**src/design/thermal_throttle_level_tracker_macros.svh**
```systemverilog
// Assertion macros shared by the thermal throttle level tracker.
`ifndef THERMAL_THROTTLE_LEVEL_TRACKER_MACROS_SVH
`define THERMAL_THROTTLE_LEVEL_TRACKER_MACROS_SVH

// Same-cycle implication, checked on clk, disabled while arst_n is low.
`define TTLT_ASSERT_IMPL(lbl, ante, cons) \
	lbl: assert property (@(posedge clk) disable iff (!arst_n) (ante) |-> (cons)) \
		else $error("thermal throttle tracker: assertion failed");

// Next-cycle implication, checked on clk, disabled while arst_n is low.
`define TTLT_ASSERT_NEXT(lbl, ante, cons) \
	lbl: assert property (@(posedge clk) disable iff (!arst_n) (ante) |=> (cons)) \
		else $error("thermal throttle tracker: assertion failed");

`endif

```
**src/design/ttlt_pkg.sv**
```systemverilog
// Shared types, constants and helper functions of the thermal throttle level tracker.
package ttlt_pkg;

	localparam int TEMP_W  = 18;
	localparam int LEVEL_W = 3;
	localparam int CNT_W   = 4;
	localparam int CAP_W   = 7;
	localparam int CFG_IDX_W = 4;

	typedef logic [TEMP_W-1:0]    temp_t;
	typedef logic [LEVEL_W-1:0]   level_t;
	typedef logic [CNT_W-1:0]     cnt_t;
	typedef logic [CAP_W-1:0]     cap_t;
	typedef logic [CFG_IDX_W-1:0] cfg_idx_t;

	// Throttle levels
	localparam level_t LVL_NORMAL   = 3'd0;
	localparam level_t LVL_WARM     = 3'd1;
	localparam level_t LVL_ELEVATED = 3'd2;
	localparam level_t LVL_HOT      = 3'd3;
	localparam level_t LVL_CRITICAL = 3'd4;

	// Debounce and reapply counts
	localparam cnt_t WARM_DEBOUNCE    = 4'd2;
	localparam cnt_t RELEASE_DEBOUNCE = 4'd10;
	localparam cnt_t REAPPLY_PERIOD   = 4'd10;
	localparam cnt_t CNT_MAX          = 4'd15;

	// Configuration register indexes
	localparam cfg_idx_t REG_WARM_ENTER    = 4'd0;
	localparam cfg_idx_t REG_WARM_RELEASE  = 4'd1;
	localparam cfg_idx_t REG_ELEV_ENTER    = 4'd2;
	localparam cfg_idx_t REG_ELEV_RELEASE  = 4'd3;
	localparam cfg_idx_t REG_HOT_ENTER     = 4'd4;
	localparam cfg_idx_t REG_HOT_RELEASE   = 4'd5;
	localparam cfg_idx_t REG_CRIT_ENTER    = 4'd6;
	localparam cfg_idx_t REG_CRIT_RELEASE  = 4'd7;

	// Threshold reset values, millidegrees
	localparam temp_t RST_WARM_ENTER   = 18'd78000;
	localparam temp_t RST_WARM_RELEASE = 18'd72000;
	localparam temp_t RST_ELEV_ENTER   = 18'd83000;
	localparam temp_t RST_ELEV_RELEASE = 18'd77000;
	localparam temp_t RST_HOT_ENTER    = 18'd90000;
	localparam temp_t RST_HOT_RELEASE  = 18'd84000;
	localparam temp_t RST_CRIT_ENTER   = 18'd97000;
	localparam temp_t RST_CRIT_RELEASE = 18'd90000;

	// Frequency caps by level
	localparam cap_t CAP_NORMAL   = 7'd100;
	localparam cap_t CAP_WARM     = 7'd80;
	localparam cap_t CAP_ELEVATED = 7'd70;
	localparam cap_t CAP_HOT      = 7'd55;
	localparam cap_t CAP_CRITICAL = 7'd35;

	typedef struct packed {
		temp_t warm_enter;
		temp_t warm_release;
		temp_t elev_enter;
		temp_t elev_release;
		temp_t hot_enter;
		temp_t hot_release;
		temp_t crit_enter;
		temp_t crit_release;
	} thresh_t;

	typedef struct packed {
		level_t level;
		cnt_t   warm_cnt;
		cnt_t   rel_cnt;
		cnt_t   reapply_cnt;
		temp_t  peak;
	} track_state_t;

	typedef struct packed {
		track_state_t nxt;
		logic         apply;
		logic         raised;
	} step_t;

	function automatic cnt_t sat_inc(cnt_t v);
		return (v == CNT_MAX) ? v : v + cnt_t'(1);
	endfunction

	function automatic cap_t level_cap(level_t lvl);
		cap_t cap;
		unique case (lvl)
			LVL_NORMAL:   cap = CAP_NORMAL;
			LVL_WARM:     cap = CAP_WARM;
			LVL_ELEVATED: cap = CAP_ELEVATED;
			LVL_HOT:      cap = CAP_HOT;
			default:      cap = CAP_CRITICAL;
		endcase
		return cap;
	endfunction

endpackage

```
**src/design/ttlt_cfg_regs.sv**
```systemverilog
// Threshold register file written through the configuration port.
module ttlt_cfg_regs (
	input  logic               clk,
	input  logic               arst_n,
	input  logic               wr_en,
	input  ttlt_pkg::cfg_idx_t wr_index,
	input  ttlt_pkg::temp_t    wr_data,
	output ttlt_pkg::thresh_t  thresh
);

	ttlt_pkg::thresh_t thresh_q;

	always_ff @(posedge clk or negedge arst_n) begin
		if (!arst_n) begin
			thresh_q.warm_enter   <= ttlt_pkg::RST_WARM_ENTER;
			thresh_q.warm_release <= ttlt_pkg::RST_WARM_RELEASE;
			thresh_q.elev_enter   <= ttlt_pkg::RST_ELEV_ENTER;
			thresh_q.elev_release <= ttlt_pkg::RST_ELEV_RELEASE;
			thresh_q.hot_enter    <= ttlt_pkg::RST_HOT_ENTER;
			thresh_q.hot_release  <= ttlt_pkg::RST_HOT_RELEASE;
			thresh_q.crit_enter   <= ttlt_pkg::RST_CRIT_ENTER;
			thresh_q.crit_release <= ttlt_pkg::RST_CRIT_RELEASE;
		end else if (wr_en) begin
			unique case (wr_index)
				ttlt_pkg::REG_WARM_ENTER:   thresh_q.warm_enter   <= wr_data;
				ttlt_pkg::REG_WARM_RELEASE: thresh_q.warm_release <= wr_data;
				ttlt_pkg::REG_ELEV_ENTER:   thresh_q.elev_enter   <= wr_data;
				ttlt_pkg::REG_ELEV_RELEASE: thresh_q.elev_release <= wr_data;
				ttlt_pkg::REG_HOT_ENTER:    thresh_q.hot_enter    <= wr_data;
				ttlt_pkg::REG_HOT_RELEASE:  thresh_q.hot_release  <= wr_data;
				ttlt_pkg::REG_CRIT_ENTER:   thresh_q.crit_enter   <= wr_data;
				ttlt_pkg::REG_CRIT_RELEASE: thresh_q.crit_release <= wr_data;
				default: ;  // unmapped index: write is dropped
			endcase
		end
	end

	assign thresh = thresh_q;

endmodule

```
**src/design/ttlt_level_step.sv**
```systemverilog
// Next-state logic for one temperature sample: level, debounce, reapply and peak.
module ttlt_level_step (
	input  ttlt_pkg::track_state_t cur,
	input  ttlt_pkg::temp_t        temp,
	input  ttlt_pkg::thresh_t      thresh,
	output ttlt_pkg::step_t        step
);

	ttlt_pkg::level_t lvl_nxt;
	ttlt_pkg::cnt_t   warm_nxt;
	ttlt_pkg::cnt_t   rel_nxt;
	ttlt_pkg::cnt_t   warm_inc;
	ttlt_pkg::cnt_t   rel_inc;
	ttlt_pkg::cnt_t   reapply_inc;
	ttlt_pkg::temp_t  rel_level;
	logic             raised;
	logic             apply;

	assign warm_inc    = ttlt_pkg::sat_inc(cur.warm_cnt);
	assign rel_inc     = ttlt_pkg::sat_inc(cur.rel_cnt);
	assign reapply_inc = ttlt_pkg::sat_inc(cur.reapply_cnt);
	assign raised      = temp > cur.peak;

	always_comb begin
		unique case (cur.level)
			ttlt_pkg::LVL_WARM:     rel_level = thresh.warm_release;
			ttlt_pkg::LVL_ELEVATED: rel_level = thresh.elev_release;
			ttlt_pkg::LVL_HOT:      rel_level = thresh.hot_release;
			default:                rel_level = thresh.crit_release;
		endcase
	end

	// Escalation and release checks in priority order; the first match wins.
	always_comb begin
		lvl_nxt  = cur.level;
		warm_nxt = cur.warm_cnt;
		rel_nxt  = cur.rel_cnt;
		if (temp >= thresh.crit_enter) begin
			lvl_nxt  = ttlt_pkg::LVL_CRITICAL;
			warm_nxt = '0;
			rel_nxt  = '0;
		end else if (cur.level != ttlt_pkg::LVL_CRITICAL && temp >= thresh.hot_enter) begin
			lvl_nxt  = ttlt_pkg::LVL_HOT;
			warm_nxt = '0;
			rel_nxt  = '0;
		end else if ((cur.level == ttlt_pkg::LVL_NORMAL || cur.level == ttlt_pkg::LVL_WARM)
				&& temp >= thresh.elev_enter) begin
			lvl_nxt  = ttlt_pkg::LVL_ELEVATED;
			warm_nxt = '0;
			rel_nxt  = '0;
		end else if (cur.level == ttlt_pkg::LVL_NORMAL) begin
			if (temp >= thresh.warm_enter) begin
				if (warm_inc >= ttlt_pkg::WARM_DEBOUNCE) begin
					lvl_nxt  = ttlt_pkg::LVL_WARM;
					warm_nxt = '0;
				end else begin
					warm_nxt = warm_inc;
				end
			end else begin
				warm_nxt = '0;
			end
		end else if (temp < rel_level) begin
			if (rel_inc >= ttlt_pkg::RELEASE_DEBOUNCE) begin
				lvl_nxt = cur.level - ttlt_pkg::level_t'(1);
				rel_nxt = '0;
			end else begin
				rel_nxt = rel_inc;
			end
		end else begin
			rel_nxt = '0;
		end
	end

	// Periodic reapply only counts toward a flag while throttled.
	assign apply = (lvl_nxt != cur.level)
		|| (cur.level != ttlt_pkg::LVL_NORMAL && reapply_inc >= ttlt_pkg::REAPPLY_PERIOD);

	assign step.nxt.level       = lvl_nxt;
	assign step.nxt.warm_cnt    = warm_nxt;
	assign step.nxt.rel_cnt     = rel_nxt;
	assign step.nxt.reapply_cnt = apply ? '0 : reapply_inc;
	assign step.nxt.peak        = raised ? temp : cur.peak;
	assign step.apply           = apply;
	assign step.raised          = raised;

endmodule

```
**src/design/thermal_throttle_level_tracker.sv**
```systemverilog
// Thermal throttle level tracker: one throttle result for every temperature sample.
//
// Each accepted temperature sample yields exactly one result (level, cap_percent,
// apply_now, peak_temp, new_peak). A sample is taken in every cycle while results
// keep flowing. A sample waits in the input register; the level state and the
// result register load together when it leaves, and out_valid comes from the
// result register. The input stalls only while a sample sits in the input
// register behind a stalled result. Threshold writes on the configuration
// port are always ready and belong in idle periods only.
module thermal_throttle_level_tracker (
	input  logic               clk,
	input  logic               arst_n,
	input  logic               in_valid,
	output logic               in_stall,
	input  ttlt_pkg::temp_t    temperature,
	output logic               out_valid,
	input  logic               out_stall,
	output ttlt_pkg::level_t   level,
	output ttlt_pkg::cap_t     cap_percent,
	output logic               apply_now,
	output ttlt_pkg::temp_t    peak_temp,
	output logic               new_peak,
	input  logic               cfg_valid,
	output logic               cfg_ready,
	input  ttlt_pkg::cfg_idx_t cfg_index,
	input  ttlt_pkg::temp_t    cfg_data
);

`include "thermal_throttle_level_tracker_macros.svh"

	ttlt_pkg::thresh_t      thresh;
	ttlt_pkg::track_state_t state_q;
	ttlt_pkg::step_t        step;

	logic              valid_s1;
	ttlt_pkg::temp_t   temp_s1;
	logic              valid_s2;
	ttlt_pkg::level_t  level_s2;
	logic              apply_s2;
	ttlt_pkg::temp_t   peak_s2;
	logic              raised_s2;
	logic              in_xfer;
	logic              adv_s1;

	assign cfg_ready = 1'b1;

	ttlt_cfg_regs u_cfg (
		.clk      (clk),
		.arst_n   (arst_n),
		.wr_en    (cfg_valid && cfg_ready),
		.wr_index (cfg_index),
		.wr_data  (cfg_data),
		.thresh   (thresh)
	);

	ttlt_level_step u_step (
		.cur    (state_q),
		.temp   (temp_s1),
		.thresh (thresh),
		.step   (step)
	);

	// Stage 1 moves on whenever the result register is free or being drained.
	assign adv_s1   = valid_s1 && (!valid_s2 || !out_stall);
	assign in_stall = valid_s1 && !adv_s1;
	assign in_xfer  = in_valid && !in_stall;

	always_ff @(posedge clk or negedge arst_n) begin
		if (!arst_n) begin
			valid_s1 <= 1'b0;
		end else if (in_xfer) begin
			valid_s1 <= 1'b1;
		end else if (adv_s1) begin
			valid_s1 <= 1'b0;
		end
	end

	always_ff @(posedge clk) begin
		if (in_xfer) begin
			temp_s1 <= temperature;
		end
	end

	always_ff @(posedge clk or negedge arst_n) begin
		if (!arst_n) begin
			state_q <= '0;
		end else if (adv_s1) begin
			state_q <= step.nxt;
		end
	end

	always_ff @(posedge clk or negedge arst_n) begin
		if (!arst_n) begin
			valid_s2 <= 1'b0;
		end else if (adv_s1) begin
			valid_s2 <= 1'b1;
		end else if (!out_stall) begin
			valid_s2 <= 1'b0;
		end
	end

	always_ff @(posedge clk) begin
		if (adv_s1) begin
			level_s2  <= step.nxt.level;
			apply_s2  <= step.apply;
			peak_s2   <= step.nxt.peak;
			raised_s2 <= step.raised;
		end
	end

	assign out_valid   = valid_s2;
	assign level       = level_s2;
	assign cap_percent = ttlt_pkg::level_cap(level_s2);
	assign apply_now   = apply_s2;
	assign peak_temp   = peak_s2;
	assign new_peak    = raised_s2;

	`TTLT_ASSERT_IMPL(a_level_range, 1'b1, state_q.level <= ttlt_pkg::LVL_CRITICAL)
	`TTLT_ASSERT_IMPL(a_change_applies, state_q.level != $past(state_q.level),
		valid_s2 && apply_s2 && level_s2 == state_q.level)
	`TTLT_ASSERT_NEXT(a_peak_monotonic, 1'b1, state_q.peak >= $past(state_q.peak))

endmodule

```
**config.mk**
```make
export PLATFORM = sky130hd
export DESIGN_NAME = thermal_throttle_level_tracker
export DESIGN_NICKNAME = d
export VERILOG_FILES = /design/src/design/ttlt_pkg.sv /design/src/design/ttlt_cfg_regs.sv /design/src/design/ttlt_level_step.sv /design/src/design/thermal_throttle_level_tracker.sv
export VERILOG_INCLUDE_DIRS = /design/src /design/src/design
export SDC_FILE = /design/constraint.sdc
export NUM_CORES = 1
export LEC_CHECK = 0
export ABC_CLOCK_PERIOD_IN_PS = 8980
export BUFFER_PORTS_ARGS = -buffer_cell sky130_fd_sc_hd__buf_2
export CAP_MARGIN = 20
export CORE_UTILIZATION = 46
export DETAILED_ROUTE_END_ITERATION = 10
export SYNTH_ARGS = -nofsm -noshare
export SYNTH_HDL_FRONTEND = slang
export SYNTH_HIERARCHICAL = 1
export SYNTH_SLANG_ARGS = --single-unit
```
**constraint.sdc**
```tcl
create_clock -name clk -period 8.98 [get_ports clk]
set_input_delay 1.796 -clock clk [delete_from_list [all_inputs] [get_ports clk]]
set_output_delay 1.796 -clock clk [all_outputs]
set_load 0.03 [all_outputs]
```
After elaboration in Yosys (flattened, before gate mapping). Index checks and enable logic that the tools add are counted.

Flip-flop bits (word level): 220. Input bits: 45. Output and inout bits: 33. Logic and storage cells: 113.

Add/subtract/negate cells: 4. Magnitude comparators: 9. Equal/unequal tests: 20. Muxes and demuxes: 31. Reduce and logical (&&, ||, !) cells: 29.

Operator list (number): greater-or-equal comparator 18 bit (4); 2-to-1 mux 4 bit (16); one-hot mux 18 bit (3 select lines) (1); one-hot mux 7 bit (4 select lines) (1); 2-to-1 mux 3 bit (8); AND reduction 2 bit (10); > comparator 18 bit (1); < comparator 18 bit (1); 2-to-1 mux 18 bit (1); == test 4 x 3 -> 1 bit, second input constant (4); adder 4 x 1 -> 4 bit, second input constant (3); == test 3 x 2 -> 1 bit, second input constant (4); == test 4 bit, second input constant (3); == test 4 x 2 -> 1 bit, second input constant (2); greater-or-equal comparator 4 bit, second input constant (2); == test 3 x 1 -> 1 bit, second input constant (2); logical AND 1 bit (6); logical NOT 3 bit (2); == test 4 x 1 -> 1 bit, second input constant (1); greater-or-equal comparator 4 x 2 -> 1 bit, second input constant (1); logical NOT 1 bit (4); logical NOT 4 bit (1); 2-to-1 mux 1 bit (4); inequality test 4 x 2 -> 1 bit, second input constant (1); other kinds (8) (10).

Logic depth before layout (Yosys ltp). Gate-level depths: netlist of run 1.

Word-level depth: 12. Gate-level depth with buffers: 19. Mapped depth without buffers: 16.

By module. Netlist of run 1, hierarchy kept.

By module, submodules not included: ttlt_cfg_regs (times used 1, cells each 313, area an instance 5639.2 um^2, sequential area each 3673.5 um^2); ttlt_level_step (times used 1, cells each 533, area an instance 3896.2 um^2, sequential area each 0.0 um^2); thermal_throttle_level_tracker (times used 1, cells each 130, area an instance 2635.0 um^2, sequential area each 2107.0 um^2).

Least setup slack after synthesis of run 1. No wires, ideal clock.

Path type: flip-flop to flip-flop. From: register state_q[31] (netlist name). To: register state_q[18] (netlist name). Library setup time: 0.125 ns. Arrival time: 3.822 ns. Slack: 5.033 ns. Stages on the path, launching flop included: 19. Path buffers: 2. Clock period less this slack: 3.947 ns. Path through: dfrtp_1 -> inv_1 -> ha_1 -> or3_4 -> nand2_1 -> clkbuf_1 -> a221oi_1 -> ha_1 -> a21oi_1 -> o21ai_0 -> a221oi_1 -> nor4b_2 -> buf_4 -> o2111ai_1 -> a31oi_1 -> a2bb2oi_2 -> nand4_2 -> and4_1 -> mux2_2.

RTL lines: start, declared (RTL line thermal_throttle_level_tracker.sv:32) `ttlt_pkg::track_state_t state_q;`; start signal, assigned (RTL line thermal_throttle_level_tracker.sv:88) `state_q <= step.nxt;`.

==> results of run 1 <==
## Yosys cell counts, types with 6 or more instances
cell type	count
a221oi_1	18
a21o_1	17
o21ai_0	16
and3_1	6
nand2_1	27
buf_4	8
nand2b_1	8
a21oi_1	43
nor3_1	8
o21ai_1	7
ha_1	118
clkbuf_1	9
nand3b_1	6
nand4_1	14
mux2_2	158
nor2_1	20
edfxtp_1	41
dfrtp_1	123
dfstp_2	56
a31oi_1	6
inv_1	99
nand3_1	22
mux2_4	25
buf_6	6
a22o_1	17
nor2b_1	11
mux2_1	13
## critical path, delay by kind of cell (launching register included)
kind            cells  cell delay [ns]
simple gates        7             2.37
compound gates      5             1.15
fa+ha+maj           2             0.60
flops               1             0.48
mux                 1             0.26
buf+inv             1             0.13
## power by group through the flow
stage               clock network [µW]  logic (µW)  registers [µW]
finish                            1010        1210            1490
detailed placement                   0        1210            1510
global placement                     0        1170            1510
floorplan                            0         867            1530
global route                      1080        1350            1530
CTS                               1040        1220            1500
## metrics by stage
step	worst slack, ns	cells	area [µm²]
floorplan	5.033	976	12170
global placement	3.956	1362	12810
detailed placement	3.724	1364	12850
CTS	3.695	1408	13650
global route	3.545	1410	13680
finish	3.862	1410	13680
## per-layer routing
layer,vias to the layer above,GRT usage [%],wire (µm)
li1,3727,-,-
met1,3817,28.18,12450
met2,165,34.47,12490
met3,62,2.637,1133
met4,0,6.714,933
met5,-,0,0
## logic make-up after synthesis
| kind of cell | share of synthesized area [%] |
|---|---|
| buffers and inverters | 5.068 |
| other | 0.06171 |
| muxes | 18.99 |
| adders and majority gates | 12.13 |
| xor gates and xnor gates | 0.1440 |
| DFF | 47.50 |
| and+or+nand+nor | 7.207 |
| AOI/OAI and AO/OA | 8.903 |
## final timing paths
kind	start	slack, ns	end
setup reg to reg	state_q[30]	3.86	state_q[19]
hold reg to reg	valid_s1	0.50	out_valid
max in group asynchronous	arst_n	6.44	u_cfg/thresh[96]
setup / recovery	state_q[30]	3.86	state_q[19]
hold / removal	valid_s1	0.50	out_valid
min in group asynchronous	arst_n	1.34	state_q[11]
## layout make-up
class	count	area (µm²)	share of cell area [%]
timing repair buffer	87	519.2	3.795
clock inverter	12	146.4	1.070
inverter	101	379.1	2.771
tap	335	419.2	3.063
multi-input combinational	623	5787	42.29
sequential	220	5781	42.25
clock buffer	32	651.9	4.764
## flip-flops by register name, indices dropped and copies added, names as in the netlist
| register | cells |
|---|---|
| state_q | 33 |
| u_cfg/thresh | 144 |
| out_valid | 1 |
| valid_s1 | 1 |
| temp_s1 | 18 |
| new_peak | 1 |
| apply_now | 1 |
| level | 3 |
| peak_temp | 18 |
==> results by group, run 1 <==
Synth
  – Mean post-synth cell area: 12.47 µm²
  – Synth warnings: 6
  – Synthesized flop and latch total: 220
  – Distinct cells, synth: 71
  – Synthesized instance count: 976
  – Post-Syn Area: 12170 µm²
  – Post-synth top area cell: dfrtp_1
  – Number of flops mapped to enable cells by yosys: 41
  – Area contributors post-synth: dfrtp_1 (25%), mux2_2 (15%), ha_1 (12%)
  – Synth async-reset ratio: 81.36%
  – Sequential fraction of the synthesis area: 47.50%
  – Synthesized Nets: 1139
  – Post-synth top area share: 25.29%
  – Ys flop type: dfrtp_1

Critical path
  – WP data required: 9.38 ns
  – Kind of critical path: flip-flop to flip-flop
  – Worst path cell trace: inv_1 > ha_1 > or3_4 > nand2_1 > a221oi_1 > ha_1 > nand4_1 > nor4_1 > a221oi_1 > nor4b_2 > o2111ai_1 > a31oi_1 > a2bb2oi_2 > nand4_2 > and4_1 > mux2_2
  – CP max stage cell: nor4b_2
  – Max incr delay on CP: 0.91 ns
  – Setup crit end kind: flip-flop
  – Worst-path maximum fanout: 17
  – Critical path launch point type: flip-flop
  – R2R depth: 16
  – Critical path arrival: 5.52 ns

Route
  – Routed length per instance: 19.15 µm
  – Drt drc: 0
  – Post-DR vias/cell: 5.511
  – DR vias: 7771
  – TritonRoute pass-1 iters: 5
  – DRC marker count from the first detailed-route iteration: 400
  – Antenna-violating nets left: 0
  – WL final: 27000 µm

Power and ir drop
  – Max VDD drop: 0.1967 mV
  – Lkg Pwr: 0.006258 µW
  – Net switching power: 1215 µW
  – Total power: 3714 µW
  – Sequential share of power: 40.2%
  – Power Density: 271.4 nW/µm²
  – Sw Share: 32.73%
  – Clock group share of total power: 27.2%
  – Comb pwr share: 32.6%
  – Pint: 2498 µW

Clock tree
  – Htree depth: 1
  – Post-CTS Resized: 0
  – CTS tree: yes
  – Hold_buf cts: 0
  – Clock Latency Late Sink: 0.52 ns
  – Root buffer cell: clkbuf_16
  – CTS Buf Count: 25
  – Clk slew on worst S/H paths: 0.06 ns
  – CTS max path bufs: 3
  – # Post-CTS Setup Buffers: 0
  – Clk sinks: 220

Final layout
  – Final nets: 1221
  – # fillers: 2286
  – Diode count: 0
  – Layout cells sized above 1: 35.53%
  – Finished Core Util: 52.66%
  – Most common cell after layout, fill and taps aside: mux2_2
  – Area delta synth->final: 12.43%
  – Most frequent cells in the layout: mux2_2 (158), dfrtp_1 (123), ha_1 (118), inv_1 (99), buf_2 (74)

STA
  – Final setup fails: 0
  – Crit path time final: 5.118 ns
  – Setup TNS Final: 0 ns
  – Highest clock rate: 195.4 MHz
  – Final Cycle Share: 56.99%
  – Final Hold Viols: 0
  – Worst Tran Pin Value: 1.082 ns
  – Slew margin rel.: 27.67%
  – RSZ-0062 raised after global routing: no
  – Fin Hold WS: 0.5014 ns
  – Slew Viols, Final: 0
  – Setup Skew: 0.007585 ns

Die
  – Io pins: 78
  – # rows: 59
  – Initial Util: 46.84%
  – Chip height: 164.7 µm
  – Die footprint: 27110 µm²
  – Core Area: 25980 µm²
  – Die X: 164.7 µm

Run status
  – Status: finished, final reports clean

GRT
  – First-pass GRT wire length: 43100 µm
  – Number of global-route vias before repair: 7668
  – Initial antenna violation count: 0
  – Total congestion overflow: 0
  – Total Routing Usage GR: 20.79%
  – Maximum number of pins on one net before global-route repair: 89

Place
  – # port buffers: 75
  – Post-detail-place hpwl: 18850 µm
  – GP Congestion: 0.9037

Min path
  – Hold Path Cell Cnt: 1
  – HP Class: flip-flop to flip-flop

Run
  – Max cap viols: 0
(Power assumes the default switching activity.)
==> run 2, diff against run 1 <==
--- a/config.mk
+++ b/config.mk
@@ -6,11 +6,12 @@
 export SDC_FILE = /design/constraint.sdc
 export NUM_CORES = 1
 export LEC_CHECK = 0
-export ABC_CLOCK_PERIOD_IN_PS = 8980
+export ABC_CLOCK_PERIOD_IN_PS = 4300
 export BUFFER_PORTS_ARGS = -buffer_cell sky130_fd_sc_hd__buf_2
 export CAP_MARGIN = 20
 export CORE_UTILIZATION = 46
 export DETAILED_ROUTE_END_ITERATION = 10
+export PLACE_DENSITY = 0.66
 export SYNTH_ARGS = -nofsm -noshare
 export SYNTH_HDL_FRONTEND = slang
 export SYNTH_HIERARCHICAL = 1
==> constraint.sdc (replaced) <==
create_clock -name clk -period 4.3 [get_ports clk]
set_input_delay 0.86 -clock clk [delete_from_list [all_inputs] [get_ports clk]]
set_output_delay 0.86 -clock clk [all_outputs]
set_load 0.03 [all_outputs]
==> run 2 against run 1 <==
  * First-iteration DRC count increased by 17%
  * Design area up 1.4%
  * Global-route usage is 0.57 points lower
  * Highest routed layer unchanged
  * Die area did not move
  * Register-to-register slack lost 3.7 ns
==> results by group, run 2 (same netlist as run 1, synthesis figures left out) <==
Run status
  – Status: finished, final reports clean

Clock tree
  – Root buffer cell: clkbuf_16
  – Htree depth: 1
  – Clk slew on worst S/H paths: 0.06 ns
  – Clk sinks: 220
  – Hold_buf cts: 0
  – CTS Buf Count: 25
  – CTS tree: yes
  – Clock Latency Late Sink: 0.52 ns
  – CTS max path bufs: 3

GRT
  – Initial antenna violation count: 1
  – Number of global-route vias before repair: 7753
  – First-pass GRT wire length: 42200 µm
  – Total Routing Usage GR: 20.22%
  – Maximum number of pins on one net before global-route repair: 80
  – Total congestion overflow: 0

STA
  – Final Hold Viols: 0
  – Final Cycle Share: 96.04%
  – Worst Tran Pin Value: 1.144 ns
  – Crit path time final: 4.130 ns
  – Final setup fails: 0
  – Setup Skew: 0.01420 ns
  – Highest clock rate: 242.1 MHz
  – Slew margin rel.: 23.72%
  – Slew Viols, Final: 0

Final layout
  – Layout cells sized above 1: 37.32%
  – Most frequent cells in the layout: mux2_2 (158), dfrtp_1 (123), ha_1 (116), inv_1 (98), buf_2 (74)
  – Max reg flops: 144
  – Finished Core Util: 53.39%
  – Final Non-Filler Cells: 1423
  – Area delta synth->final: 13.98%
  – Diode count: 0
  – Final nets: 1233
  – Most common cell after layout, fill and taps aside: mux2_2

Route
  – DRC marker count from the first detailed-route iteration: 467
  – WL final: 26900 µm
  – Drt drc: 0
  – TritonRoute pass-1 iters: 5
  – Met3 routed wirelength: 1137 µm
  – Antenna-violating nets left: 0
  – Post-DR vias/cell: 5.554
  – Wl on met1: 12560 µm
  – Routed length per instance: 18.91 µm
  – Met2 wire length: 12550 µm
  – DR vias: 7903
  – Top layer in use: met4

Place
  – # port buffers: 75
  – Post-Place Cells: 1374
  – GP Congestion: 0.8865
  – Post-detail-place hpwl: 18990 µm

Die
  – Core Area: 25980 µm²
  – # rows: 59
  – Initial Util: 46.84%
  – Io pins: 78
  – Die X: 164.7 µm
  – Die footprint: 27110 µm²
  – Chip height: 164.7 µm

Critical path
  – Worst r2r src: state_q[31]
  – Critical path arrival: 4.53 ns
  – Reg-to-reg endpoint: state_q[18]
  – Critical path launch point type: flip-flop
  – R2R depth: 19
  – Reg2Reg Setup Slack: 0.17 ns
  – Critical path's top delay family: simple AND/OR/NAND/NOR gates
  – Worst-path maximum fanout: 9
  – CP max stage cell: or3_4
  – CP dominant cell by count: a221oi_1
  – Setup crit end kind: flip-flop
  – Worst path cell trace: buf_6 > clkinvlp_4 > ha_2 > or3_4 > nand2_4 > buf_8 > a221oi_1 > ha_1 > nand4_1 > nor4_4 > a221oi_1 > nor4b_2 > buf_4 > and3_1 > o211ai_1 > nand3b_1 > nand4_2 > and4_1 > mux2_2
  – Worst Setup SP: state_q[31]
  – Kind of critical path: flip-flop to flip-flop
  – Max incr delay on CP: 0.40 ns
  – WP data required: 4.70 ns
  – CP Buf/Inv Count: 4
  – WP depth: 19

Min path
  – HP Class: primary input to asynchronous set/reset pin

Run
  – Max cap viols: 0

Power and ir drop
  – Lkg Pwr: 0.006370 µW
  – Max VDD drop: 0.4218 mV
  – Power Density: 574.1 nW/µm²
-- run 2: changes by cell type in the layout (fill, tap and decap cells not counted), moves of 4 or more --
cell / before / now
a221oi_1: 18 / 14
buf_4: 9 / 18
clkbuf_8: 0 / 6
a221oi_2: 0 / 4
-- run 2: through the flow --
step | TNS [ns] | worst slack (ns) | hold WS [ns] | cell area [µm²] | total power (µW)
detailed placement | 0 | 0.02758 | 0.4857 | 12910 | 5731
CTS | 0 | 0.04916 | 0.4183 | 13760 | 7926
finish | 0 | 0.1703 | 0.3780 | 13870 | 7964
global route | -0.05416 | -0.01848 | 0.4269 | 13870 | 8475
floorplan | 0 | 0.3528 | 0.4506 | 12170 | 5009
global placement | -0.6254 | -0.1612 | 0.4741 | 12900 | 5646
-- run 2: routing by layer --
layer / GRT usage, % / vias up
met3: 2.712 / 42
met2: 33.23 / 175
li1: - / 3746
met1: 27.71 / 3940
met5: 0 / -
met4: 6.088 / 0
-- run 2: repair_timing --
item | CTS | global route
pin swaps | 0 | 8
setup endpoints to repair | 4 | 4
cloned | 0 | 2
gates resized for setup | 1 | 16
setup buffers | 0 | 2
-- run 2: layout make-up --
type,instances,area [µm²]
clock buffer,38,755.7
sequential,220,5781
clock inverter,7,85.08
tap,335,419.2
multi-input combinational,623,5842
fill,2233,12110
timing repair buffer,99,606.8
inverter,101,382.9
-- run 2: report_power, final --
group	switching, µW	internal, µW	total [µW]
sequential	330	2790	3120
clock	833	1320	2160
combinational	1410	1270	2690
-- run 2: worst max-delay path by stage --
| stage | endpoint |
|---|---|
| 6_report | state_q[18] |
| 3_5_place_dp | state_q[18] |
| 3_3_place_gp | state_q[19] |
| 4_1_cts | state_q[18] |
| 5_1_grt | state_q[19] |
| 2_1_floorplan | state_q[19] |
-- run 2: worst register-to-register path, delay by kind of cell, from the launching register on --
family	cells	cell delay [ns]
simple gates	9	1.88
buf+inv	4	0.54
fa+ha+maj	2	0.54
compound gates	3	0.45
flops	1	0.36
mux	1	0.26
